--- config.mk ---
export PLATFORM = sky130hd
export DESIGN_NAME = meter_info_frame_parser
export DESIGN_NICKNAME = d
export VERILOG_FILES = /design/src/hdl/mifp_pkg.sv /design/src/hdl/meter_info_frame_parser.sv /design/src/hdl/mifp_front.sv /design/src/hdl/mifp_queue.sv /design/src/hdl/mifp_back.sv
export SDC_FILE = /design/constraint.sdc
export NUM_CORES = 1
export LEC_CHECK = 0
export ABC_CLOCK_PERIOD_IN_PS = 6300
export BUFFER_PORTS_ARGS = -buffer_cell sky130_fd_sc_hd__buf_2
export CAP_MARGIN = 10
export CORE_ASPECT_RATIO = 1.75
export CORE_MARGIN = 1.5
export CORE_UTILIZATION = 50
export CTS_CLUSTER_DIAMETER = 200
export DETAILED_ROUTE_END_ITERATION = 10
export HOLD_SLACK_MARGIN = 0.05
export PLACE_DENSITY = 0.69
export SETUP_SLACK_MARGIN = 0.3
export SYNTH_ARGS = -nofsm -noshare
export SYNTH_HDL_FRONTEND = slang
export SYNTH_HIERARCHICAL = 1
export SYNTH_SLANG_ARGS = --single-unit
--- constraint.sdc ---
create_clock -name clock -period 6.3 [get_ports clock]
set_clock_uncertainty 0.1 [all_clocks]
set_input_delay 0 -clock clock [delete_from_list [all_inputs] [get_ports clock]]
set_output_delay 0 -clock clock [all_outputs]
set_load 0.01 [all_outputs]
--- src/hdl/mifp_pkg.sv ---
// package for the meter information frame parser
// byte classes, event and error codes, field capacities, queue entry type
// no dependencies
package mifp_pkg;

   // control bytes of the serial stream
   localparam logic [7:0] BYTE_STX = 8'h02;
   localparam logic [7:0] BYTE_ETX = 8'h03;
   localparam logic [7:0] BYTE_LF  = 8'h0A;
   localparam logic [7:0] BYTE_CR  = 8'h0D;
   localparam logic [7:0] SEP_HISTORIC = 8'h20;
   localparam logic [7:0] SEP_STANDARD = 8'h09;

   // check character offset and sum mask width
   localparam int SUM_W = 6;
   localparam logic [6:0] CHECK_OFFSET = 7'h20;

   // field capacities and dataset limit
   localparam logic [4:0] LABEL_CAP  = 5'd16;
   localparam logic [4:0] SECOND_CAP = 5'd16;
   localparam logic [4:0] THIRD_CAP  = 5'd16;
   localparam logic [4:0] FOURTH_CAP = 5'd4;
   localparam logic [6:0] MAX_SETS   = 7'd64;

   // transaction queue between front and back
   localparam int QUEUE_DEPTH = 2;
   localparam int QPTR_W = (QUEUE_DEPTH > 1) ? $clog2(QUEUE_DEPTH) : 1;
   localparam int QCNT_W = $clog2(QUEUE_DEPTH + 1);

   typedef enum logic [2:0] {
      CLS_STX,
      CLS_ETX,
      CLS_LF,
      CLS_CR,
      CLS_SEP,
      CLS_DATA
   } byte_class_type;

   typedef enum logic [2:0] {
      EV_IGNORED       = 3'd0,
      EV_FRAME_START   = 3'd1,
      EV_CHAR_STORED   = 3'd2,
      EV_SEPARATOR     = 3'd3,
      EV_DATASET_START = 3'd4,
      EV_DATASET_OK    = 3'd5,
      EV_FRAME_END     = 3'd6,
      EV_ERROR         = 3'd7
   } event_type;

   typedef enum logic [2:0] {
      ERR_NONE           = 3'd0,
      ERR_START_IN_FRAME = 3'd1,
      ERR_TOO_MANY_SETS  = 3'd2,
      ERR_FIELD_FULL     = 3'd3,
      ERR_TOO_MANY_FLDS  = 3'd4,
      ERR_CHECKSUM       = 3'd5,
      ERR_NO_LINE_START  = 3'd6
   } error_type;

   typedef struct packed {
      byte_class_type cls;
      logic [7:0]     rx_byte;
   } queue_entry_type;

   // capacity of each field
   function automatic logic [4:0] field_cap(input logic [1:0] idx);
      logic [4:0] cap;
      unique case (idx)
         2'd0:    cap = LABEL_CAP;
         2'd1:    cap = SECOND_CAP;
         2'd2:    cap = THIRD_CAP;
         default: cap = FOURTH_CAP;
      endcase
      return cap;
   endfunction

endpackage

--- src/hdl/meter_info_frame_parser.sv ---
// top level of the meter information frame parser
// depends on mifp_pkg, mifp_front, mifp_queue, mifp_back
//
//   channel  direction  handshake            payload
//   req      in         req_valid/req_stall  req_rx_byte
//   rsp      out        rsp_valid/rsp_stall  rsp_event_res .. rsp_has_timestamp
//   csr      in         csr_wr_en            csr_wr_data (standard_mode)
//
// one result per byte; a byte enters every cycle while the queue is not full and
// is classified by the front into a two-entry queue, then the back state update
// writes its result into the result register; the back end's state update sets the rate
// reset is synchronous and active high; it clears frame state and the mode bit
// a stalled result holds the result register; the queue absorbs input until full
module meter_info_frame_parser import mifp_pkg::*; (
   input  logic       clock,
   input  logic       reset,
   input  logic       req_valid,
   output logic       req_stall,
   input  logic [7:0] req_rx_byte,
   output logic       rsp_valid,
   input  logic       rsp_stall,
   output logic [2:0] rsp_event_res,
   output logic [7:0] rsp_byte_echo,
   output logic [1:0] rsp_field_index,
   output logic [2:0] rsp_error_code,
   output logic [6:0] rsp_dataset_total,
   output logic [6:0] rsp_check_computed,
   output logic       rsp_has_timestamp,
   input  logic       csr_wr_en,
   input  logic       csr_wr_data
);

   logic            mode_ff, mode_in;
   logic            push;
   logic            pop;
   logic            queue_full;
   logic            queue_not_empty;
   queue_entry_type push_entry;
   queue_entry_type head;

   // mode register
   assign mode_in = csr_wr_en ? csr_wr_data : mode_ff;

   always_ff @(posedge clock) begin
      if (reset) begin
         mode_ff <= 1'b0;
      end else begin
         mode_ff <= mode_in;
      end
   end

   mifp_front u_front (
      .standard_mode (mode_ff),
      .req_valid     (req_valid),
      .req_rx_byte   (req_rx_byte),
      .queue_full    (queue_full),
      .req_stall     (req_stall),
      .push          (push),
      .push_entry    (push_entry)
   );

   mifp_queue u_queue (
      .clock      (clock),
      .reset      (reset),
      .push       (push),
      .push_entry (push_entry),
      .pop        (pop),
      .full       (queue_full),
      .not_empty  (queue_not_empty),
      .head       (head)
   );

   mifp_back u_back (
      .clock              (clock),
      .reset              (reset),
      .standard_mode      (mode_ff),
      .queue_not_empty    (queue_not_empty),
      .head               (head),
      .pop                (pop),
      .rsp_valid          (rsp_valid),
      .rsp_stall          (rsp_stall),
      .rsp_event_res      (rsp_event_res),
      .rsp_byte_echo      (rsp_byte_echo),
      .rsp_field_index    (rsp_field_index),
      .rsp_error_code     (rsp_error_code),
      .rsp_dataset_total  (rsp_dataset_total),
      .rsp_check_computed (rsp_check_computed),
      .rsp_has_timestamp  (rsp_has_timestamp)
   );

endmodule

--- src/hdl/mifp_front.sv ---
// front end of the frame parser: accepts bytes and classifies them
// depends on mifp_pkg
module mifp_front import mifp_pkg::*; (
   input  logic            standard_mode,
   input  logic            req_valid,
   input  logic [7:0]      req_rx_byte,
   input  logic            queue_full,
   output logic            req_stall,
   output logic            push,
   output queue_entry_type push_entry
);

   logic [7:0] sep_byte;

   // separator follows the line protocol mode
   assign sep_byte = standard_mode ? SEP_STANDARD : SEP_HISTORIC;

   // byte classification
   always_comb begin
      push_entry.rx_byte = req_rx_byte;
      if (req_rx_byte == BYTE_STX) begin
         push_entry.cls = CLS_STX;
      end else if (req_rx_byte == BYTE_ETX) begin
         push_entry.cls = CLS_ETX;
      end else if (req_rx_byte == BYTE_LF) begin
         push_entry.cls = CLS_LF;
      end else if (req_rx_byte == BYTE_CR) begin
         push_entry.cls = CLS_CR;
      end else if (req_rx_byte == sep_byte) begin
         push_entry.cls = CLS_SEP;
      end else begin
         push_entry.cls = CLS_DATA;
      end
   end

   // handshake toward the queue
   assign req_stall = queue_full;
   assign push      = req_valid && !queue_full;

endmodule

--- src/hdl/mifp_queue.sv ---
// short transaction queue between the front and back of the frame parser
// depends on mifp_pkg
module mifp_queue import mifp_pkg::*; (
   input  logic            clock,
   input  logic            reset,
   input  logic            push,
   input  queue_entry_type push_entry,
   input  logic            pop,
   output logic            full,
   output logic            not_empty,
   output queue_entry_type head
);

   queue_entry_type         entry_ff [QUEUE_DEPTH];
   logic [QPTR_W-1:0]       wr_ptr_ff, wr_ptr_in;
   logic [QPTR_W-1:0]       rd_ptr_ff, rd_ptr_in;
   logic [QCNT_W-1:0]       count_ff, count_in;

   assign full      = (count_ff == QCNT_W'(QUEUE_DEPTH));
   assign not_empty = (count_ff != '0);
   assign head      = entry_ff[rd_ptr_ff];

   // pointer and fill count update
   always_comb begin
      wr_ptr_in = wr_ptr_ff;
      rd_ptr_in = rd_ptr_ff;
      count_in  = count_ff;
      if (push) begin
         wr_ptr_in = (wr_ptr_ff == QPTR_W'(QUEUE_DEPTH - 1)) ? '0 : wr_ptr_ff + 1'b1;
      end
      if (pop) begin
         rd_ptr_in = (rd_ptr_ff == QPTR_W'(QUEUE_DEPTH - 1)) ? '0 : rd_ptr_ff + 1'b1;
      end
      if (push && !pop) begin
         count_in = count_ff + 1'b1;
      end else if (pop && !push) begin
         count_in = count_ff - 1'b1;
      end
   end

   always_ff @(posedge clock) begin
      if (reset) begin
         wr_ptr_ff <= '0;
         rd_ptr_ff <= '0;
         count_ff  <= '0;
      end else begin
         wr_ptr_ff <= wr_ptr_in;
         rd_ptr_ff <= rd_ptr_in;
         count_ff  <= count_in;
      end
   end

   // entry storage
   always_ff @(posedge clock) begin
      if (push) begin
         entry_ff[wr_ptr_ff] <= push_entry;
      end
   end

endmodule

--- src/hdl/mifp_back.sv ---
// back end of the frame parser: frame and field state, checksum, result register
// depends on mifp_pkg
module mifp_back import mifp_pkg::*; (
   input  logic            clock,
   input  logic            reset,
   input  logic            standard_mode,
   input  logic            queue_not_empty,
   input  queue_entry_type head,
   output logic            pop,
   output logic            rsp_valid,
   input  logic            rsp_stall,
   output logic [2:0]      rsp_event_res,
   output logic [7:0]      rsp_byte_echo,
   output logic [1:0]      rsp_field_index,
   output logic [2:0]      rsp_error_code,
   output logic [6:0]      rsp_dataset_total,
   output logic [6:0]      rsp_check_computed,
   output logic            rsp_has_timestamp
);

   // parser state
   logic             in_frame_ff, in_frame_in;
   logic             sel_valid_ff, sel_valid_in;
   logic [1:0]       sel_ff, sel_in;
   logic [4:0]       len_ff [4];
   logic [4:0]       len_in [4];
   logic [SUM_W-1:0] sum_ff [3];
   logic [SUM_W-1:0] sum_in [3];
   logic [7:0]       first3_ff, first3_in;
   logic [7:0]       first4_ff, first4_in;
   logic [6:0]       count_ff, count_in;

   // result register
   logic             valid_ff, valid_in;
   event_type        event_ff, event_in;
   logic [7:0]       byte_ff;
   logic [1:0]       fidx_ff, fidx_in;
   error_type        err_ff, err_in;
   logic [6:0]       total_ff, total_in;
   logic [6:0]       chk_ff, chk_in;
   logic             ts_ff, ts_in;

   logic [SUM_W-1:0] sep_sum;
   logic [SUM_W-1:0] line_sum;
   logic [7:0]       want;
   logic [4:0]       cur_len;
   logic             fail;
   logic             to_idle;

   assign sep_sum = standard_mode ? SEP_STANDARD[SUM_W-1:0] : SEP_HISTORIC[SUM_W-1:0];
   assign cur_len = len_ff[sel_ff];

   // take the next transaction when the result register is free or draining
   assign pop = queue_not_empty && (!valid_ff || !rsp_stall);

   // line checksum, mod 64 by width
   always_comb begin
      line_sum = sum_ff[0] + sep_sum + sum_ff[1];
      if (len_ff[3] != '0) begin
         line_sum = line_sum + sep_sum + sum_ff[2];
      end
      if (standard_mode) begin
         line_sum = line_sum + sep_sum;
      end
      want = (len_ff[3] != '0) ? first4_ff : first3_ff;
   end

   // per-byte state update
   always_comb begin
      in_frame_in  = in_frame_ff;
      sel_valid_in = sel_valid_ff;
      sel_in       = sel_ff;
      len_in       = len_ff;
      sum_in       = sum_ff;
      first3_in    = first3_ff;
      first4_in    = first4_ff;
      count_in     = count_ff;
      event_in     = EV_IGNORED;
      fidx_in      = '0;
      err_in       = ERR_NONE;
      chk_in       = '0;
      ts_in        = 1'b0;
      fail         = 1'b0;
      to_idle      = 1'b0;

      if (!in_frame_ff) begin
         if (head.cls == CLS_STX) begin
            in_frame_in = 1'b1;
            event_in    = EV_FRAME_START;
         end
      end else begin
         case (head.cls)
            CLS_STX: begin
               err_in = ERR_START_IN_FRAME;
               fail   = 1'b1;
            end
            CLS_ETX: begin
               event_in = EV_FRAME_END;
               to_idle  = 1'b1;
            end
            CLS_LF: begin
               if (count_ff >= MAX_SETS) begin
                  err_in = ERR_TOO_MANY_SETS;
                  fail   = 1'b1;
               end else begin
                  for (int i = 0; i < 4; i++) len_in[i] = '0;
                  for (int i = 0; i < 3; i++) sum_in[i] = '0;
                  first3_in    = '0;
                  first4_in    = '0;
                  sel_valid_in = 1'b1;
                  sel_in       = '0;
                  event_in     = EV_DATASET_START;
               end
            end
            CLS_CR: begin
               ts_in  = (len_ff[3] != '0);
               chk_in = {1'b0, line_sum} + CHECK_OFFSET;
               if ({1'b0, chk_in} != want) begin
                  err_in = ERR_CHECKSUM;
                  fail   = 1'b1;
               end else if (count_ff >= MAX_SETS) begin
                  err_in = ERR_TOO_MANY_SETS;
                  fail   = 1'b1;
               end else begin
                  count_in = count_ff + 1'b1;
                  event_in = EV_DATASET_OK;
               end
            end
            default: begin
               // separator or data byte
               if (!sel_valid_ff) begin
                  err_in = ERR_NO_LINE_START;
                  fail   = 1'b1;
               end else begin
                  fidx_in = sel_ff;
                  if (head.cls == CLS_SEP && cur_len != '0) begin
                     if (sel_ff == 2'd3) begin
                        err_in = ERR_TOO_MANY_FLDS;
                        fail   = 1'b1;
                     end else begin
                        sel_in   = sel_ff + 1'b1;
                        event_in = EV_SEPARATOR;
                     end
                  end else if (cur_len >= field_cap(sel_ff)) begin
                     err_in = ERR_FIELD_FULL;
                     fail   = 1'b1;
                  end else begin
                     // a zero byte is reported but leaves the field untouched
                     if (head.rx_byte != '0) begin
                        for (int i = 0; i < 3; i++) begin
                           if (sel_ff == 2'(i)) begin
                              sum_in[i] = sum_ff[i] + head.rx_byte[SUM_W-1:0];
                           end
                        end
                        if (cur_len == '0 && sel_ff == 2'd2) first3_in = head.rx_byte;
                        if (cur_len == '0 && sel_ff == 2'd3) first4_in = head.rx_byte;
                        len_in[sel_ff] = cur_len + 1'b1;
                     end
                     event_in = EV_CHAR_STORED;
                  end
               end
            end
         endcase
      end

      // count reported before any clearing
      total_in = count_in;

      if (fail) begin
         event_in = EV_ERROR;
         fidx_in  = '0;
         to_idle  = 1'b1;
      end
      if (to_idle) begin
         in_frame_in  = 1'b0;
         sel_valid_in = 1'b0;
         sel_in       = '0;
         count_in     = '0;
         for (int i = 0; i < 4; i++) len_in[i] = '0;
         for (int i = 0; i < 3; i++) sum_in[i] = '0;
         first3_in = '0;
         first4_in = '0;
      end
   end

   // result valid follows pops and downstream takes
   always_comb begin
      valid_in = valid_ff;
      if (pop) begin
         valid_in = 1'b1;
      end else if (!rsp_stall) begin
         valid_in = 1'b0;
      end
   end

   // control and state registers
   always_ff @(posedge clock) begin
      if (reset) begin
         in_frame_ff  <= 1'b0;
         sel_valid_ff <= 1'b0;
         sel_ff       <= '0;
         count_ff     <= '0;
         first3_ff    <= '0;
         first4_ff    <= '0;
         for (int i = 0; i < 4; i++) len_ff[i] <= '0;
         for (int i = 0; i < 3; i++) sum_ff[i] <= '0;
         valid_ff     <= 1'b0;
      end else begin
         valid_ff <= valid_in;
         if (pop) begin
            in_frame_ff  <= in_frame_in;
            sel_valid_ff <= sel_valid_in;
            sel_ff       <= sel_in;
            count_ff     <= count_in;
            first3_ff    <= first3_in;
            first4_ff    <= first4_in;
            len_ff       <= len_in;
            sum_ff       <= sum_in;
         end
      end
   end

   // result payload
   always_ff @(posedge clock) begin
      if (pop) begin
         event_ff <= event_in;
         byte_ff  <= head.rx_byte;
         fidx_ff  <= fidx_in;
         err_ff   <= err_in;
         total_ff <= total_in;
         chk_ff   <= chk_in;
         ts_ff    <= ts_in;
      end
   end

   assign rsp_valid          = valid_ff;
   assign rsp_event_res      = event_ff;
   assign rsp_byte_echo      = byte_ff;
   assign rsp_field_index    = fidx_ff;
   assign rsp_error_code     = err_ff;
   assign rsp_dataset_total  = total_ff;
   assign rsp_check_computed = chk_ff;
   assign rsp_has_timestamp  = ts_ff;

   // dataset count never passes the limit
   assert property (@(posedge clock) disable iff (reset) count_ff <= MAX_SETS)
      else $error("dataset count beyond limit");

   // outside a frame no field is active and the count is clear
   assert property (@(posedge clock) disable iff (reset)
      !in_frame_ff |-> (!sel_valid_ff && count_ff == '0))
      else $error("field state live outside a frame");

   // an error result always carries a code, other results none
   assert property (@(posedge clock) disable iff (reset)
      valid_ff |-> ((event_ff == EV_ERROR) == (err_ff != ERR_NONE)))
      else $error("error code does not match event");

   // a frame start leaves the block inside a frame
   assert property (@(posedge clock) disable iff (reset)
      (pop && event_in == EV_FRAME_START) |=> in_frame_ff)
      else $error("frame start not taken");

endmodule
* Word-level counts from Yosys, hierarchy flattened
Memories as Yosys holds them, arrays and structs flattened. A register that Yosys moved wholly into a read port is not among the register bits.
Cells that the tools add are included.
** Word-level totals
- Bits in writable memories :: 22
- Output and inout bits :: 33
- Word-level logic and storage cells :: 229
- Register bits :: 102
- Memories kept :: 1
** Memories
- u_queue.entry_ff :: depth 2, width 11, read ports 1, clocked after memory_dff 1, wr ports 1, line mifp_queue.sv:14 : queue_entry_type entry_ff [QUEUE_DEPTH];
** Operators by class
- Add/subtract/negate cells :: 16
- Bitwise gates (word level) :: 3
- Multiplexer cells :: 114
- $lt $le $gt $ge :: 4
- Equal/unequal tests :: 21
- Reduce and logical (&&, ||, !) cells :: 45
** Operator list (count)
- $mux W20 :: 7
- $mux W8 :: 16
- $mux W18 :: 7
- $add A6 B6 Y6 :: 8
- $reduce_and A9 Y1 :: 5
- $mux W3 :: 14
- $mux W6 :: 7
- $mux W5 :: 8
- $pmux W20 S2 :: 1
- $pmux W18 S2 :: 1
- $mux W7 :: 5
- $pmux W8 S2 :: 2
- $mux W1 :: 27
- $mux W2 :: 12
- $pmux W3 S4 :: 2
- $reduce_bool A3 Y1 :: 8
- $bwmux W20 :: 1
- $eq A8 B2 Y1 const B :: 2
- $eq A8 B4 Y1 const B :: 2
- $ne A3 B2 Y1 const B :: 4
- $bmux W5 S2 :: 1
- $demux W5 S2 :: 1
- $reduce_bool A5 Y1 :: 2
- $eq A8 B8 Y1 :: 1
- 36 further kinds :: 59

* Logic depth before layout (Yosys ltp)
Gate-level depths: netlist of the first run.
- Depth after elaboration :: 19
- Depth in mapped cells :: 22
- Gate-level depth less buffers :: 20

* Hierarchy
The synthesis of the first run kept the hierarchy.
** Modules (own cells, without submodules)
- mifp_back :: sequential area each 2252.2 um^2, area each 6157.2 um^2, cells an instance 647, instances 1
- mifp_queue :: sequential area each 760.7 um^2, area each 999.7 um^2, cells an instance 56, instances 1
- mifp_front :: sequential area each 0.0 um^2, area each 167.7 um^2, cells an instance 24, instances 1
- meter_info_frame_parser :: sequential area each 20.0 um^2, area each 33.8 um^2, cells an instance 3, instances 1

* Least setup slack after synthesis of the first run
No wires, ideal clock.
- Path type :: register to register
- Start :: reg mode_ff
- End :: reg u_back/len_ff[15] (netlist bit)
- Buffers on the path :: 2
- Cell stages (with the launch flop) :: 23
- Setup slack :: 0.923 ns
- Clock period less this slack :: 5.377 ns
- Required time :: 6.079 ns
- Setup time :: 0.121 ns
- Arrival :: 5.156 ns
- Cells stage by stage :: dfxtp_1 -> fa_1 -> ha_1 -> fa_1 -> xnor2_1 -> fa_1 -> inv_1 -> ha_1 -> xnor2_1 -> a21oi_1 -> a21oi_1 -> ha_1 -> nand2_1 -> a2111oi_0 -> a221oi_1 -> xnor2_1 -> xnor2_1 -> nor4_1 -> a21o_1 -> buf_2 -> a31oi_1 -> buf_4 -> mux2i_1
** Between the ends
- Longest elaborated chain between the ends :: 16
- Elaborated cells on any way between the ends :: 23
** RTL lines
- start, declared :: line meter_info_frame_parser.sv:33 : logic mode_ff, mode_in;
- start signal, assigned :: line meter_info_frame_parser.sv:48 : mode_ff <= mode_in;
- $mux W6 :: line mifp_back.sv:50 : assign sep_sum = standard_mode ? SEP_STANDARD[SUM_W-1:0] : SEP_HISTORIC[SUM_W-1:0];
- $add A6 B6 Y6 (2 in a row) :: line mifp_back.sv:58 : line_sum = sum_ff[0] + sep_sum + sum_ff[1];
- $add A6 B6 Y6 (2 in a row) :: line mifp_back.sv:60 : line_sum = line_sum + sep_sum + sum_ff[2];
- $mux W6 :: line mifp_back.sv:59 : if (len_ff[3] != '0) begin
- $add A6 B6 Y6 :: line mifp_back.sv:63 : line_sum = line_sum + sep_sum;
- $mux W6 * :: line mifp_back.sv:62 : if (standard_mode) begin
- $add A6 B6 Y7 * :: line mifp_back.sv:117 : chk_in = {1'b0, line_sum} + CHECK_OFFSET;
- $ne A7 B8 Y1 * :: line mifp_back.sv:118 : if ({1'b0, chk_in} != want) begin
- $mux W1 * :: line mifp_back.sv:118
- $pmux W1 S4 * :: line mifp_back.sv:92 : case (head.cls)
- $mux W1 * :: line mifp_back.sv:86 : if (!in_frame_ff) begin
- $mux W1 * :: line mifp_back.sv:169 : if (fail) begin
- $ne A3 B2 Y1 (no source line) (tied with other cells)
- $reduce_and A8 Y1 (no source line)
- end signal, assigned :: line mifp_back.sv:217 : len_ff <= len_in;
- end, declared :: line mifp_back.sv:25 : logic [4:0] len_ff [4];
Every way passes the cells marked *; elsewhere a longest branch is shown, timed or not.
A chain may end at the register's enable or synchronous reset.

* Worst setup path in the final report of the first run
- Start :: reg mode_ff
- End :: reg u_back/sum_ff[1] (netlist bit)
** Between the ends
- Longest elaborated chain between the ends :: 16
- Elaborated cells on any way between the ends :: 24
** RTL lines
- $mux W6 :: line mifp_back.sv:50
- $add A6 B6 Y6 (2 in a row) :: line mifp_back.sv:58
- $add A6 B6 Y6 (2 in a row) :: line mifp_back.sv:60
- $mux W6 :: line mifp_back.sv:59
- $add A6 B6 Y6 :: line mifp_back.sv:63
- $mux W6 * :: line mifp_back.sv:62
- $add A6 B6 Y7 * :: line mifp_back.sv:117
- $ne A7 B8 Y1 * :: line mifp_back.sv:118
- $mux W1 * :: line mifp_back.sv:118
- $pmux W1 S4 * :: line mifp_back.sv:92
- $mux W1 * :: line mifp_back.sv:86
- $mux W1 * :: line mifp_back.sv:169
- $ne A3 B2 Y1 (no source line) (tied with other cells)
- $reduce_and A9 Y1 (no source line)
- end signal, assigned :: line mifp_back.sv:218 : sum_ff <= sum_in;
- end, declared :: line mifp_back.sv:27 : logic [SUM_W-1:0] sum_ff [3];
Marked as above.

==> results of run 1 <==
==> layout by cell type, fill, tap and decap left out, types with 7 or more instances in the layout <==
cell type / count
sky130_fd_sc_hd__clkbuf_16: 17
sky130_fd_sc_hd__mux2_2: 13
sky130_fd_sc_hd__nor2_1: 47
sky130_fd_sc_hd__and2_1: 7
sky130_fd_sc_hd__dfxtp_1: 72
sky130_fd_sc_hd__nand2b_1: 7
sky130_fd_sc_hd__a31oi_1: 14
sky130_fd_sc_hd__nand4_1: 38
sky130_fd_sc_hd__a21oi_1: 26
sky130_fd_sc_hd__xnor2_1: 28
sky130_fd_sc_hd__ha_1: 44
sky130_fd_sc_hd__buf_2: 46
sky130_fd_sc_hd__xor2_1: 16
sky130_fd_sc_hd__nand2_1: 83
sky130_fd_sc_hd__o21ai_1: 8
sky130_fd_sc_hd__nand3_1: 16
sky130_fd_sc_hd__mux2i_1: 42
sky130_fd_sc_hd__inv_1: 34
sky130_fd_sc_hd__edfxtp_1: 53
sky130_fd_sc_hd__dlygate4sd3_1: 16
sky130_fd_sc_hd__buf_4: 12
sky130_fd_sc_hd__o21ai_0: 11
sky130_fd_sc_hd__fa_1: 8
sky130_fd_sc_hd__o22ai_1: 8
==> power breakdown <==
group / internal [mW] / switching [mW] / total, mW
Clock: 0.620 / 0.376 / 0.996
Sequential: 1.00 / 0.0514 / 1.05
Combinational: 0.221 / 0.380 / 0.601
==> worst max-delay path, stage by stage, from the launching register on <==
cell and delay (ns):
sky130_fd_sc_hd__dfxtp_1 0.39, sky130_fd_sc_hd__fa_1 0.46, sky130_fd_sc_hd__ha_1 0.22, sky130_fd_sc_hd__fa_1 0.40, sky130_fd_sc_hd__xnor2_1 0.27, sky130_fd_sc_hd__fa_1 0.46, sky130_fd_sc_hd__inv_1 0.07, sky130_fd_sc_hd__ha_1 0.27
sky130_fd_sc_hd__xnor2_1 0.14, sky130_fd_sc_hd__a21oi_1 0.13, sky130_fd_sc_hd__a21oi_1 0.08, sky130_fd_sc_hd__ha_1 0.33, sky130_fd_sc_hd__nand2_1 0.07, sky130_fd_sc_hd__a2111oi_0 0.37, sky130_fd_sc_hd__a221oi_1 0.11, sky130_fd_sc_hd__xnor2_1 0.17
sky130_fd_sc_hd__buf_4 0.18, sky130_fd_sc_hd__xnor2_4 0.24, sky130_fd_sc_hd__nor3_4 0.10, sky130_fd_sc_hd__a21bo_4 0.32, sky130_fd_sc_hd__a31oi_1 0.16, sky130_fd_sc_hd__buf_4 0.27, sky130_fd_sc_hd__mux2i_1 0.27
==> registers in the layout, indices dropped and copies added, names as in the netlist, 2 cells and up, named ones only <==
signal                     count
u_queue/count_ff               2
u_back/rsp_dataset_total       7
u_back/len_ff                 20
u_back/rsp_check_computed      7
u_queue/entry_ff              22
u_back/sel_ff                  2
u_back/first3_ff               8
u_back/rsp_event_res           3
u_back/rsp_error_code          3
u_back/rsp_byte_echo           8
u_back/first4_ff               8
u_back/rsp_field_index         2
u_back/sum_ff                 18
u_back/count_ff                7
==> cells by family (layout without fill, tap and decap cells) <==
group	Yosys count	after routing	synth area share, %
multiplexers	60	60	9.233
AND/OR/NAND/NOR	247	247	17.09
XOR/XNOR	47	47	5.781
buffers and inverters	81	142	5.305
AO/OA/AOI/OAI	118	120	11.72
adder cells (fa/ha/maj)	52	52	9.658
flip-flops	125	125	41.22
==> area by class of cell <==
cell class | count | area [um2]
fill | 1226 | 5871
multi-input combinational | 526 | 4028
sequential | 125 | 3033
timing repair buffer | 74 | 480.5
clock buffer | 17 | 425.4
tap | 180 | 225.2
clock inverter | 15 | 171.4
inverter | 36 | 135.1
==> metrics by stage <==
stage               util (%)  hold WS (ns)  total power [mW]
floorplan                  -      -0.03093             1.449
global placement       53.07        0.1212             1.624
detailed placement     53.07        0.1252             1.644
CTS                    58.42        0.2276             2.649
global route           59.14        0.2586             2.766
finish                 59.14        0.2477             2.649
==> path summary, 6_finish.rpt <==
| path | end | slack [ns] | cells after the start |
|---|---|---|---|
| setup / recovery | u_back/sum_ff[1]$_SDFFE_PP0P_ | 0.62 | 22 |
| hold reg to reg | u_back/first3_ff[6]$_SDFFE_PP0P_ | 0.36 | 2 |
| hold / removal | u_queue/entry_ff[1][6]$_DFFE_PP_ | 0.25 | 2 |
| setup reg to reg | u_back/sum_ff[1]$_SDFFE_PP0P_ | 0.62 | 22 |
==> per-layer routing <==
layer	part of all wire [%]	vias up
met5	0	-
met4	4.1	0
met3	4.2	59
met2	54	192
met1	38	2795
li1	-	2748
==> what timing repair did <==
| item | CTS | global route |
|---|---|---|
| gates resized for setup | 1 | 10 |
| endpoints found under the hold margin | 28 | 0 |
| cloned | 1 | 1 |
| hold buffers | 16 | 0 |
| pin swaps | 1 | 3 |
| setup buffers | 0 | 3 |
| setup endpoints to repair | 42 | 73 |
==> impl_results.html, run 1 <==
<table>
<tr><th>Metric</th><th>Value</th></tr>
<tr><th colspan="2">Run status</th></tr>
<tr><td>Status</td><td>completed</td></tr>
<tr><th colspan="2">Synth</th></tr>
<tr><td>Yosys warnings</td><td>6</td></tr>
<tr><td>Proportion of synthesized flip-flops having asynchronous set or reset</td><td>0%</td></tr>
<tr><td>Post-synthesis sequential area ratio</td><td>41.22%</td></tr>
<tr><td>Ys flop type</td><td>sky130_fd_sc_hd__dfxtp_1</td></tr>
<tr><td>Area of the mapped netlist</td><td>7358 um2</td></tr>
<tr><td>Cell types with the highest counts after synthesis</td><td>83 x sky130_fd_sc_hd__nand2_1, 72 x sky130_fd_sc_hd__dfxtp_1, 53 x sky130_fd_sc_hd__edfxtp_1, 47 x sky130_fd_sc_hd__nor2_1, 44 x sky130_fd_sc_hd__ha_1</td></tr>
<tr><td>Post-synth cell types</td><td>80</td></tr>
<tr><td>Most common cell in the synthesized netlist</td><td>sky130_fd_sc_hd__nand2_1</td></tr>
<tr><td>Fraction of post-synthesis cell area in the top cell type by area</td><td>21.63%</td></tr>
<tr><td>Synth top area cells</td><td>sky130_fd_sc_hd__edfxtp_1 22%, sky130_fd_sc_hd__dfxtp_1 20%, sky130_fd_sc_hd__ha_1 7.5%</td></tr>
<tr><td>Number of synthesized flops with an enable pin</td><td>53</td></tr>
<tr><td>Flip-flop and latch count after synthesis</td><td>125</td></tr>
<tr><td>Synthesized netlist net count</td><td>796</td></tr>
<tr><td>Syn Inst Count</td><td>730</td></tr>
<tr><td>Biggest area consumer among synthesized cells</td><td>sky130_fd_sc_hd__edfxtp_1</td></tr>
<tr><td>Synthesized area divided by synthesized cell count</td><td>10.08 um2</td></tr>
<tr><th colspan="2">Floorplan</th></tr>
<tr><td>Floorplan Core Area</td><td>14370 um2</td></tr>
<tr><td>Total I/O pin count</td><td>47</td></tr>
<tr><td>Full die area</td><td>15480 um2</td></tr>
<tr><td>Die span in y</td><td>163.5 um</td></tr>
<tr><td>Num rows</td><td>58</td></tr>
<tr><td>Die X-Extent</td><td>94.71 um</td></tr>
<tr><td>Initial Utilization</td><td>51.21%</td></tr>
<tr><th colspan="2">Clock tree</th></tr>
<tr><td>Sink Count</td><td>125</td></tr>
<tr><td>TritonCTS clock tree</td><td>built</td></tr>
<tr><td>Clock latency on the worst-skew pair</td><td>0.42 ns</td></tr>
<tr><td>Total CTS buffers</td><td>17</td></tr>
<tr><td>Clock slew seen by the registers of the worst setup and hold paths</td><td>0.06 ns</td></tr>
<tr><td>Root buffer cell</td><td>sky130_fd_sc_hd__clkbuf_16</td></tr>
<tr><td>Number of H-tree levels</td><td>4</td></tr>
<tr><td>Deepest clock path buffer count</td><td>2</td></tr>
<tr><th colspan="2">Run</th></tr>
<tr><td>Count of maximum capacitance violations</td><td>0</td></tr>
<tr><th colspan="2">Timing</th></tr>
<tr><td>Least-Margin Pin Slew</td><td>1.028 ns</td></tr>
<tr><td>Fmax</td><td>176.1 MHz</td></tr>
<tr><td>Final count of negative-setup-slack endpoints</td><td>0</td></tr>
<tr><td>Unrepaired setup endpoints after global routing</td><td>no</td></tr>
<tr><td>Final critical delay including setup and external delays</td><td>5.679 ns</td></tr>
<tr><td>Final worst-path setup slack</td><td>0.6211 ns</td></tr>
<tr><td>Hold violation count in the final report</td><td>0</td></tr>
<tr><td>Relative max-transition margin</td><td>31.36%</td></tr>
<tr><td>Setup tns final</td><td>0 ns</td></tr>
<tr><td>Fin. max-slew vios</td><td>0</td></tr>
<tr><td>Period utilisation layout</td><td>90.14%</td></tr>
<tr><th colspan="2">Placed design</th></tr>
<tr><td>Placed Area</td><td>7626 um2</td></tr>
<tr><td>Final weighted congestion in routability-driven placement</td><td>0.8385</td></tr>
<tr><td>Cell count after placement</td><td>920</td></tr>
<tr><td>Worst slack after detailed placement</td><td>0.1927 ns</td></tr>
<tr><td>Quantity of I/O buffers inserted on ports</td><td>46</td></tr>
<tr><td>Detailed Place HPWL</td><td>12610 um</td></tr>
<tr><th colspan="2">Power and ir drop</th></tr>
<tr><td>Leak pwr</td><td>3.282 nW</td></tr>
<tr><td>Worst supply voltage drop on vdd</td><td>0.0001976 V</td></tr>
<tr><td>Total power per unit cell area</td><td>311.7 nW/um2</td></tr>
<tr><th colspan="2">Worst setup path</th></tr>
<tr><td>Critical path type</td><td>register to register</td></tr>
<tr><td>Endpoint type of the worst setup path</td><td>register</td></tr>
<tr><td>Setup crit start kind</td><td>register</td></tr>
<tr><td>WP data required</td><td>6.53 ns</td></tr>
<tr><td>Highest net fanout along the worst path</td><td>10</td></tr>
<tr><td>Launch point of the worst reg-to-reg path</td><td>mode_ff$_SDFFE_PP0P_</td></tr>
<tr><td>Critical Path AT</td><td>5.91 ns</td></tr>
<tr><td>Beginning of the critical path</td><td>mode_ff$_SDFFE_PP0P_</td></tr>
<tr><th colspan="2">Drt</th></tr>
<tr><td>Antenna Violating Nets Remaining</td><td>0</td></tr>
<tr><td>Per-cell via count in the routed design</td><td>5.955</td></tr>
<tr><td>Number of design-rule violations left by the first detailed-router iteration</td><td>458</td></tr>
<tr><td>Detailed-route DRC error count</td><td>0</td></tr>
<tr><td>Final routed wirelength across all metal layers</td><td>18330 um</td></tr>
<tr><td>WL/cell</td><td>18.84 um</td></tr>
<tr><td>Via Count</td><td>5794</td></tr>
<tr><td>First drt pass iteration count</td><td>5</td></tr>
<tr><th colspan="2">Cells and area</th></tr>
<tr><td>Area Overhead vs Synth</td><td>15.49%</td></tr>
<tr><td>Fraction of layout instances using a drive strength above 1</td><td>17.28%</td></tr>
<tr><td>Final cell count without fillers</td><td>973</td></tr>
<tr><td>Layout Cell Area excl Fill</td><td>8498 um2</td></tr>
<tr><td>Final layout net count</td><td>846</td></tr>
<tr><td>Inserted Diodes</td><td>0</td></tr>
<tr><th colspan="2">Worst hold path</th></tr>
<tr><td>Startpoint of the most critical hold path</td><td>req_rx_byte[6]</td></tr>
<tr><td>Worst min-delay path category</td><td>primary input to register</td></tr>
<tr><th colspan="2">GRT</th></tr>
<tr><td>Residual overflow from global routing</td><td>0</td></tr>
<tr><td>Wire length of the first global-routing pass</td><td>29200 um</td></tr>
<tr><td>Met3 usage in global routing</td><td>4.655%</td></tr>
<tr><td>Most used routing layer in global routing</td><td>met2</td></tr>
<tr><td>Maximum number of pins on one net before global-route repair</td><td>66</td></tr>
<tr><td>Global routing met2 resource utilization</td><td>45.26%</td></tr>
<tr><td>All-layer global routing usage</td><td>24.79%</td></tr>
<tr><td>Vias in the first global route</td><td>5874</td></tr>
<tr><td>Met1 track utilization from global routing</td><td>26.16%</td></tr>
<tr><td>Antenna violations before repair</td><td>0</td></tr>
</table>
No activity file was read; power rests on OpenSTA's default activity.
==> inputs of run 2 (changes only) <==
SYNTH_HIERARCHICAL = not set   (was 1)
==> run 2 against run 1 <==
  * Global-route usage is 1.9 points higher
  * Synthesized cell count decreased by 6.0%
  * Largest cell class unchanged
  * Via count grew 1.2%
  * Routed wire length increased by 4.5%
  * Critical endpoint is now u_back.len_ff[11]$_SDFFE_PP0P_
  * Flip-flop and latch count is the same
  * Power down 4.0%
  * Synthesized area shrank 4.3%
  * Count of clock-buffer cells in the layout grew 2
==> impl_results.html, run 2 <==
<table>
<tr><th>Metric</th><th>Value</th></tr>
<tr><th colspan="2">Timing</th></tr>
<tr><td>Fin. max-slew vios</td><td>0</td></tr>
<tr><td>Unrepaired setup endpoints after global routing</td><td>yes</td></tr>
<tr><td>Fmax</td><td>168.5 MHz</td></tr>
<tr><td>Least-Margin Pin Slew</td><td>1.024 ns</td></tr>
<tr><td>Final count of negative-setup-slack endpoints</td><td>0</td></tr>
<tr><td>Relative max-transition margin</td><td>30.77%</td></tr>
<tr><td>Final critical delay including setup and external delays</td><td>5.934 ns</td></tr>
<tr><td>Period utilisation layout</td><td>94.19%</td></tr>
<tr><td>Final worst-path setup slack</td><td>0.3659 ns</td></tr>
<tr><td>Hold violation count in the final report</td><td>0</td></tr>
<tr><th colspan="2">Cells and area</th></tr>
<tr><td>Most frequent cells in the layout</td><td>70 x sky130_fd_sc_hd__dfxtp_1, 53 x sky130_fd_sc_hd__edfxtp_1, 46 x sky130_fd_sc_hd__buf_2</td></tr>
<tr><td>Most frequent standard cell in the layout excluding fill and tap cells</td><td>sky130_fd_sc_hd__dfxtp_1</td></tr>
<tr><td>Final core occ</td><td>61.49%</td></tr>
<tr><td>Top reg by flops</td><td>u_queue.entry_ff</td></tr>
<tr><td>Largest registers ranked by flip-flop count</td><td>u_queue.entry_ff: 22 flops, u_back.len_ff: 20 flops, u_back.sum_ff: 18 flops</td></tr>
<tr><td>Final layout net count</td><td>827</td></tr>
<tr><td>Area Overhead vs Synth</td><td>20.80%</td></tr>
<tr><td>Layout Cell Area excl Fill</td><td>8508 um2</td></tr>
<tr><td>Inserted Diodes</td><td>0</td></tr>
<tr><td>Flip-flop count of the largest register after layout</td><td>22</td></tr>
<tr><td>Fraction of layout instances using a drive strength above 1</td><td>20.16%</td></tr>
<tr><th colspan="2">Synth</th></tr>
<tr><td>Post-synth cell types</td><td>76</td></tr>
<tr><td>Synthesized netlist net count</td><td>752</td></tr>
<tr><td>Synthesized area divided by synthesized cell count</td><td>10.27 um2</td></tr>
<tr><td>Fraction of post-synthesis cell area in the top cell type by area</td><td>22.60%</td></tr>
<tr><td>Syn Inst Count</td><td>686</td></tr>
<tr><td>Area of the mapped netlist</td><td>7043 um2</td></tr>
<tr><td>Post-synthesis sequential area ratio</td><td>43.06%</td></tr>
<tr><td>Most common cell in the synthesized netlist</td><td>sky130_fd_sc_hd__dfxtp_1</td></tr>
<tr><td>Flip-flop and latch count after synthesis</td><td>125</td></tr>
<tr><td>Proportion of synthesized flip-flops having asynchronous set or reset</td><td>0%</td></tr>
<tr><td>Biggest area consumer among synthesized cells</td><td>sky130_fd_sc_hd__edfxtp_1</td></tr>
<tr><td>Ys flop type</td><td>sky130_fd_sc_hd__dfxtp_1</td></tr>
<tr><td>Yosys warnings</td><td>0</td></tr>
<tr><td>Cell types with the highest counts after synthesis</td><td>72 x sky130_fd_sc_hd__dfxtp_1, 53 x sky130_fd_sc_hd__edfxtp_1, 45 x sky130_fd_sc_hd__inv_1, 43 x sky130_fd_sc_hd__ha_1, 42 x sky130_fd_sc_hd__nor2_1</td></tr>
<tr><td>Number of synthesized flops with an enable pin</td><td>53</td></tr>
<tr><td>Synth top area cells</td><td>sky130_fd_sc_hd__edfxtp_1 23%, sky130_fd_sc_hd__dfxtp_1 20%, sky130_fd_sc_hd__ha_1 7.6%</td></tr>
<tr><th colspan="2">Drt</th></tr>
<tr><td>Detailed-route DRC error count</td><td>0</td></tr>
<tr><td>Antenna Violating Nets Remaining</td><td>0</td></tr>
<tr><td>Final routed wirelength across all metal layers</td><td>19170 um</td></tr>
<tr><td>WL/cell</td><td>20.15 um</td></tr>
<tr><td>Number of design-rule violations left by the first detailed-router iteration</td><td>371</td></tr>
<tr><td>Via Count</td><td>5862</td></tr>
<tr><td>Per-cell via count in the routed design</td><td>6.164</td></tr>
<tr><td>First drt pass iteration count</td><td>5</td></tr>
<tr><th colspan="2">Placed design</th></tr>
<tr><td>Quantity of I/O buffers inserted on ports</td><td>46</td></tr>
<tr><td>Placed Area</td><td>7520 um2</td></tr>
<tr><td>Detailed Place HPWL</td><td>13590 um</td></tr>
<tr><td>Final weighted congestion in routability-driven placement</td><td>0.9265</td></tr>
<tr><td>Worst slack after detailed placement</td><td>-0.06146 ns</td></tr>
<tr><th colspan="2">Floorplan</th></tr>
<tr><td>Die span in y</td><td>160.0 um</td></tr>
<tr><td>Num rows</td><td>57</td></tr>
<tr><td>Die X-Extent</td><td>92.72 um</td></tr>
<tr><td>Floorplan Core Area</td><td>13840 um2</td></tr>
<tr><td>Full die area</td><td>14830 um2</td></tr>
<tr><td>Initial Utilization</td><td>50.90%</td></tr>
<tr><td>Total I/O pin count</td><td>47</td></tr>
<tr><th colspan="2">Power and ir drop</th></tr>
<tr><td>Total power per unit cell area</td><td>298.8 nW/um2</td></tr>
<tr><td>Worst supply voltage drop on vdd</td><td>0.0002789 V</td></tr>
<tr><td>Flop pwr share</td><td>41.1%</td></tr>
<tr><td>Switching share of power</td><td>31.23%</td></tr>
<tr><td>Leak pwr</td><td>3.345 nW</td></tr>
<tr><td>Power share of the clock group</td><td>38.1%</td></tr>
<tr><td>Psw</td><td>794.0 uW</td></tr>
<tr><td>Internal power of the cells</td><td>1.748 mW</td></tr>
<tr><td>Relative contribution of combinational cells to total power</td><td>20.8%</td></tr>
<tr><th colspan="2">Worst setup path</th></tr>
<tr><td>Highest net fanout along the worst path</td><td>5</td></tr>
<tr><td>Endpoint type of the worst setup path</td><td>register</td></tr>
<tr><td>Critical path type</td><td>register to register</td></tr>
<tr><td>Setup crit start kind</td><td>register</td></tr>
<tr><td>WP data required</td><td>6.56 ns</td></tr>
<tr><td>Critical Path AT</td><td>6.19 ns</td></tr>
<tr><th colspan="2">GRT</th></tr>
<tr><td>Maximum number of pins on one net before global-route repair</td><td>42</td></tr>
<tr><td>Residual overflow from global routing</td><td>0</td></tr>
<tr><td>Wire length of the first global-routing pass</td><td>30300 um</td></tr>
<tr><td>Antenna violations before repair</td><td>0</td></tr>
<tr><td>All-layer global routing usage</td><td>26.71%</td></tr>
<tr><td>Vias in the first global route</td><td>6195</td></tr>
<tr><th colspan="2">Run status</th></tr>
<tr><td>Status</td><td>completed</td></tr>
<tr><th colspan="2">Clock tree</th></tr>
<tr><td>TritonCTS clock tree</td><td>built</td></tr>
<tr><td>Clock latency on the worst-skew pair</td><td>0.42 ns</td></tr>
<tr><td>Deepest clock path buffer count</td><td>2</td></tr>
<tr><td>Clock slew seen by the registers of the worst setup and hold paths</td><td>0.06 ns</td></tr>
<tr><td>Root buffer cell</td><td>sky130_fd_sc_hd__clkbuf_16</td></tr>
<tr><td>Sink Count</td><td>125</td></tr>
<tr><td>Total CTS buffers</td><td>17</td></tr>
<tr><td>Number of H-tree levels</td><td>4</td></tr>
<tr><th colspan="2">Run</th></tr>
<tr><td>Count of maximum capacitance violations</td><td>0</td></tr>
<tr><th colspan="2">Worst hold path</th></tr>
<tr><td>Worst min-delay path category</td><td>primary input to register</td></tr>
</table>
## run 2: changes by cell type after synthesis, sizes merged, moves of 11 or more
cell,previous run,this run
a21o,5,16
buf,25,8
mux2,13,2
mux2i,42,14
nand2,84,37
nand4,39,7
o22ai,8,21
o2bb2ai,1,19
## run 2: path summary, 6_finish.rpt
check                                                      start                                to  slack [ns]  cells past startpoint
worst min-delay path                              req_rx_byte[6]  u_queue.entry_ff[1][6]$_DFFE_PP_        0.25                      2
worst max register to register     u_back.sum_ff[6]$_SDFFE_PP0P_    u_back.len_ff[11]$_SDFFE_PP0P_        0.37                     22
worst min register to register  u_back.first4_ff[4]$_SDFFE_PP0P_  u_back.first4_ff[4]$_SDFFE_PP0P_        0.37                      1
worst max-delay path               u_back.sum_ff[6]$_SDFFE_PP0P_    u_back.len_ff[11]$_SDFFE_PP0P_        0.37                     22
## run 2: cell type report
cell class / instances / area (um2)
clock buffer: 19 / 454.2
clock inverter: 13 / 126.4
fill: 1172 / 5328
inverter: 48 / 180.2
multi-input combinational: 483 / 3904
sequential: 125 / 3038
tap: 177 / 221.5
timing repair buffer: 86 / 584.3
## run 2: power groups by stage
| stage | clock network [mW] | registers [mW] | logic (mW) |
|---|---|---|---|
| detailed placement | 0 | 1.06 | 0.509 |
| finish | 0.967 | 1.04 | 0.530 |
| CTS | 0.970 | 1.05 | 0.526 |
| global route | 1.01 | 1.06 | 0.581 |
| global placement | 0 | 1.06 | 0.490 |
| floorplan | 0 | 1.08 | 0.295 |
## run 2: logic make-up after synthesis
kind of cell | Yosys count | share of synthesized area [%]
DFF | 125 | 43.06
adders and majority gates | 52 | 10.20
buffers and inverters | 78 | 4.264
and+or+nand+nor | 185 | 13.73
xor gates and xnor gates | 46 | 5.720
AOI/OAI and AO/OA | 179 | 19.12
muxes | 21 | 3.908
## run 2: what timing repair did
action / in CTS / in global routing
setup buffers: 3 / 4
hold endpoints to repair: 28 / 0
resized for setup: 22 / 23
pin swaps: 6 / 26
gates cloned: 0 / 1
setup endpoints to repair: 69 / 68
hold buffers: 14 / 0
## run 2: metal layers
metal,part of all wire (%),GRT usage (%),up-vias
li1,-,-,2731
met1,37,27.95,2831
met2,54,48.36,219
met3,3.7,4.000,81
met4,5.7,17.49,0
met5,0,0,-
## run 2: per-stage QoR
| stage | power (mW) | setup TNS [ns] | hold WS [ns] | instances |
|---|---|---|---|---|
| finish | 2.542 | 0 | 0.2475 | 951 |
| global route | 2.647 | 0 | 0.2666 | 951 |
| detailed placement | 1.572 | -0.9328 | 0.1319 | 897 |
| CTS | 2.543 | 0 | 0.2395 | 946 |
| global placement | 1.548 | 0 | 0.1340 | 897 |
| floorplan | 1.377 | 0 | -0.001131 | 686 |
## run 2: worst max-delay path: stages (launching register included)
cell                        delay, ns
sky130_fd_sc_hd__dfxtp_4         0.36
sky130_fd_sc_hd__fa_2            0.41
sky130_fd_sc_hd__ha_4            0.18
sky130_fd_sc_hd__fa_2            0.42
sky130_fd_sc_hd__xnor2_2         0.23
sky130_fd_sc_hd__fa_1            0.47
sky130_fd_sc_hd__inv_2           0.08
sky130_fd_sc_hd__ha_4            0.21
sky130_fd_sc_hd__xnor2_2         0.14
sky130_fd_sc_hd__a21o_1          0.19
sky130_fd_sc_hd__ha_4            0.29
sky130_fd_sc_hd__nand3_2         0.08
sky130_fd_sc_hd__o31a_1          0.26
sky130_fd_sc_hd__and2_4          0.18
sky130_fd_sc_hd__or3_4           0.33
sky130_fd_sc_hd__a211o_1         0.30
sky130_fd_sc_hd__a2111oi_4       0.43
sky130_fd_sc_hd__buf_4           0.19
sky130_fd_sc_hd__o31ai_4         0.07
sky130_fd_sc_hd__or3b_4          0.42
sky130_fd_sc_hd__a21oi_4         0.20
sky130_fd_sc_hd__buf_6           0.17
sky130_fd_sc_hd__a22o_1          0.15
==> inputs of run 3 (changes only) <==
BUFFER_PORTS_ARGS = not set   (was -buffer_cell sky130_fd_sc_hd__buf_2)
CTS_CLUSTER_SIZE = 8   (was not set)
DONT_BUFFER_PORTS = 1   (was not set)
PLACE_DENSITY = 0.66   (was 0.69)
RECOVER_POWER = 100   (was not set)
==> run 3 against run 2 <==
  * The flow now finishes with violations (max-capacitance violations, max-slew violations)
  * Combinational power is 22% lower
  * Final cell count shrank 4.3%
  * Sequential power up 6%
  * Critical endpoint is now u_back.sum_ff[8]$_SDFFE_PP0P_
  * Largest cell class unchanged
  * Largest power group unchanged
  * Highest routed layer unchanged
==> impl_results.html, run 3 (synthesis gave the netlist of run 2 again) <==
<table>
<tr><th>Metric</th><th>Value</th></tr>
<tr><th colspan="2">Drt</th></tr>
<tr><td>Antenna Violating Nets Remaining</td><td>0</td></tr>
<tr><td>Via Count</td><td>5615</td></tr>
<tr><td>Per-cell via count in the routed design</td><td>6.170</td></tr>
<tr><td>Final routed wirelength across all metal layers</td><td>18600 um</td></tr>
<tr><td>WL/cell</td><td>20.44 um</td></tr>
<tr><td>Detailed-route DRC error count</td><td>0</td></tr>
<tr><td>Number of design-rule violations left by the first detailed-router iteration</td><td>348</td></tr>
<tr><td>First drt pass iteration count</td><td>5</td></tr>
<tr><th colspan="2">Worst setup path</th></tr>
<tr><td>Cells along the critical path</td><td>fa_2, ha_4, fa_2, ha_1, inv_1, fa_1, xnor2_4, a21o_1, ha_4, nand3_2, o31a_1, and2_4, or3_1, a211o_1, a2111oi_4, buf_4, o31ai_1, or3b_1, a21oi_2, buf_6, a22o_1</td></tr>
<tr><td>Setup crit start kind</td><td>register</td></tr>
<tr><td>Slowest CP cell</td><td>sky130_fd_sc_hd__fa_1</td></tr>
<tr><td>Endpoint type of the worst setup path</td><td>register</td></tr>
<tr><td>WP data required</td><td>6.55 ns</td></tr>
<tr><td>Critical Path AT</td><td>6.21 ns</td></tr>
<tr><td>Critical path type</td><td>register to register</td></tr>
<tr><td>Highest net fanout along the worst path</td><td>5</td></tr>
<tr><td>Max stage delay on crit path</td><td>0.52 ns</td></tr>
<tr><th colspan="2">Timing</th></tr>
<tr><td>Fmax</td><td>167.6 MHz</td></tr>
<tr><td>Final critical delay including setup and external delays</td><td>5.966 ns</td></tr>
<tr><td>Fin. max-slew vios</td><td>41</td></tr>
<tr><td>Hold violation count in the final report</td><td>0</td></tr>
<tr><td>Worst slack on hold paths</td><td>0.06358 ns</td></tr>
<tr><td>Least-Margin Pin Slew</td><td>1.630 ns</td></tr>
<tr><td>Final count of negative-setup-slack endpoints</td><td>0</td></tr>
<tr><td>Unrepaired setup endpoints after global routing</td><td>yes</td></tr>
<tr><td>Setup tns final</td><td>0 ns</td></tr>
<tr><td>Period utilisation layout</td><td>94.70%</td></tr>
<tr><td>Relative max-transition margin</td><td>-8.813%</td></tr>
<tr><th colspan="2">Power and ir drop</th></tr>
<tr><td>Leak pwr</td><td>3.165 nW</td></tr>
<tr><td>Worst supply voltage drop on vdd</td><td>0.0002935 V</td></tr>
<tr><td>Total power per unit cell area</td><td>298.8 nW/um2</td></tr>
<tr><td>Internal power of the cells</td><td>1.734 mW</td></tr>
<tr><td>Switching share of power</td><td>30.17%</td></tr>
<tr><td>Psw</td><td>749.2 uW</td></tr>
<tr><td>Relative contribution of combinational cells to total power</td><td>16.7%</td></tr>
<tr><td>Flop pwr share</td><td>44.3%</td></tr>
<tr><td>Power share of the clock group</td><td>39.0%</td></tr>
<tr><th colspan="2">GRT</th></tr>
<tr><td>Vias in the first global route</td><td>5594</td></tr>
<tr><td>Antenna violations before repair</td><td>0</td></tr>
<tr><td>Wire length of the first global-routing pass</td><td>28950 um</td></tr>
<tr><td>Residual overflow from global routing</td><td>0</td></tr>
<tr><td>Maximum number of pins on one net before global-route repair</td><td>41</td></tr>
<tr><td>All-layer global routing usage</td><td>25.50%</td></tr>
<tr><th colspan="2">Floorplan</th></tr>
<tr><td>Full die area</td><td>14830 um2</td></tr>
<tr><td>Floorplan Core Area</td><td>13840 um2</td></tr>
<tr><td>Die span in y</td><td>160.0 um</td></tr>
<tr><td>Initial Utilization</td><td>50.90%</td></tr>
<tr><td>Total I/O pin count</td><td>47</td></tr>
<tr><td>Num rows</td><td>57</td></tr>
<tr><td>Die X-Extent</td><td>92.72 um</td></tr>
<tr><th colspan="2">Run status</th></tr>
<tr><td>Status</td><td>finished, violations left</td></tr>
<tr><td>Failing checks</td><td>max-capacitance violations, max-slew violations</td></tr>
<tr><th colspan="2">Cells and area</th></tr>
<tr><td>Top reg by flops</td><td>u_queue.entry_ff</td></tr>
<tr><td>Largest registers ranked by flip-flop count</td><td>u_queue.entry_ff: 22 flops, u_back.len_ff: 20 flops, u_back.sum_ff: 18 flops</td></tr>
<tr><td>Inserted Diodes</td><td>0</td></tr>
<tr><td>Final core occ</td><td>60.07%</td></tr>
<tr><td>Count of filler cells inserted in the layout</td><td>1198</td></tr>
<tr><td>Final layout net count</td><td>786</td></tr>
<tr><td>Area Overhead vs Synth</td><td>18.01%</td></tr>
<tr><td>Fraction of layout instances using a drive strength above 1</td><td>13.78%</td></tr>
<tr><td>Most frequent standard cell in the layout excluding fill and tap cells</td><td>sky130_fd_sc_hd__dfxtp_1</td></tr>
<tr><td>Flip-flop count of the largest register after layout</td><td>22</td></tr>
<tr><td>Most frequent cells in the layout</td><td>72 x sky130_fd_sc_hd__dfxtp_1, 53 x sky130_fd_sc_hd__edfxtp_1, 45 x sky130_fd_sc_hd__inv_1</td></tr>
<tr><th colspan="2">Clock tree</th></tr>
<tr><td>Number of H-tree levels</td><td>4</td></tr>
<tr><td>TritonCTS clock tree</td><td>built</td></tr>
<tr><td>Deepest clock path buffer count</td><td>2</td></tr>
<tr><td>Clock slew seen by the registers of the worst setup and hold paths</td><td>0.06 ns</td></tr>
<tr><td>Root buffer cell</td><td>sky130_fd_sc_hd__clkbuf_16</td></tr>
<tr><td>Sink Count</td><td>125</td></tr>
<tr><td>Total CTS buffers</td><td>17</td></tr>
<tr><td>Clock latency on the worst-skew pair</td><td>0.41 ns</td></tr>
<tr><th colspan="2">Placed design</th></tr>
<tr><td>Quantity of I/O buffers inserted on ports</td><td>0</td></tr>
<tr><td>Final weighted congestion in routability-driven placement</td><td>0.9566</td></tr>
<tr><td>Detailed Place HPWL</td><td>13220 um</td></tr>
<tr><th colspan="2">Worst hold path</th></tr>
<tr><td>Worst min-delay path category</td><td>primary input to register</td></tr>
<tr><th colspan="2">Run</th></tr>
<tr><td>Count of maximum capacitance violations</td><td>1</td></tr>
</table>
run 3: cell count changes in the layout (fill, tap and decap cells not counted), sizes merged:
cell         delta
clkbuf          +8
inv             -4
dlygate4sd3     +1
clkinv          +6
clkinvlp        -2
buf            -50
run 3: final timing paths:
check,start,to,depth (start not counted),slack [ns]
max,u_back.sum_ff[6]$_SDFFE_PP0P_,u_back.sum_ff[8]$_SDFFE_PP0P_,21,0.33
max reg2reg,u_back.sum_ff[6]$_SDFFE_PP0P_,u_back.sum_ff[8]$_SDFFE_PP0P_,21,0.33
min reg2reg,u_back.len_ff[15]$_SDFFE_PP0P_,u_back.len_ff[15]$_SDFFE_PP0P_,2,0.36
min,req_valid,u_queue.entry_ff[1][10]$_DFFE_PP_,1,0.06
run 3: power by group through the flow:
stage / registers (mW) / clock network, mW / logic [mW]
2_1_floorplan: 1.08 / 0 / 0.295
3_3_place_gp: 1.11 / 0 / 0.369
3_5_place_dp: 1.11 / 0 / 0.380
4_1_cts: 1.10 / 0.978 / 0.409
5_1_grt: 1.12 / 1.01 / 0.457
6_report: 1.10 / 0.969 / 0.415
run 3: through the flow:
stage	worst slack, ns	total power [mW]	std cells	area, um2
2_1_floorplan	0.3454	1.377	686	7053
3_3_place_gp	0.1030	1.483	848	7267
3_5_place_dp	-0.06679	1.495	848	7267
4_1_cts	0.3285	2.486	901	8183
5_1_grt	0.1516	2.587	910	8312
6_report	0.3337	2.483	910	8312
run 3: critical path: cells and delay by family (launching register included):
family	cells	cell delay (ns)
buf+inv	3	0.43
xor+xnor	1	0.18
compound gates	7	1.63
fa+ha+maj	6	2.21
simple gates	4	1.02
flops	1	0.33
run 3: cell type report:
class,count,area [um2],share of cell area [%]
Multi-Input combinational cell,483,3894,46.85
Tap cell,177,221.5,2.664
Timing Repair Buffer,45,380.4,4.576
Clock inverter,13,127.6,1.535
Sequential cell,125,3033,36.49
Clock buffer,19,475.5,5.720
Inverter,48,180.2,2.168
run 3: routing by layer:
layer / GRT usage, % / vias to the layer above / part of all wire [%]
li1: - / 2649 / -
met1: 27.67 / 2724 / 37
met2: 48.50 / 200 / 56
met3: 3.714 / 42 / 4.3
met4: 9.780 / 0 / 3.3
met5: 0 / - / 0
run 3: timing repair:
| item | 4_1_cts | 5_1_grt |
|---|---|---|
| setup endpoints to repair | 68 | 72 |
| hold buffers | 16 | 0 |
| setup buffers | 5 | 8 |
| endpoints found under the hold margin | 100 | 0 |
| pin swaps | 3 | 24 |
| resized for setup | 22 | 24 |
| cloned | 0 | 1 |
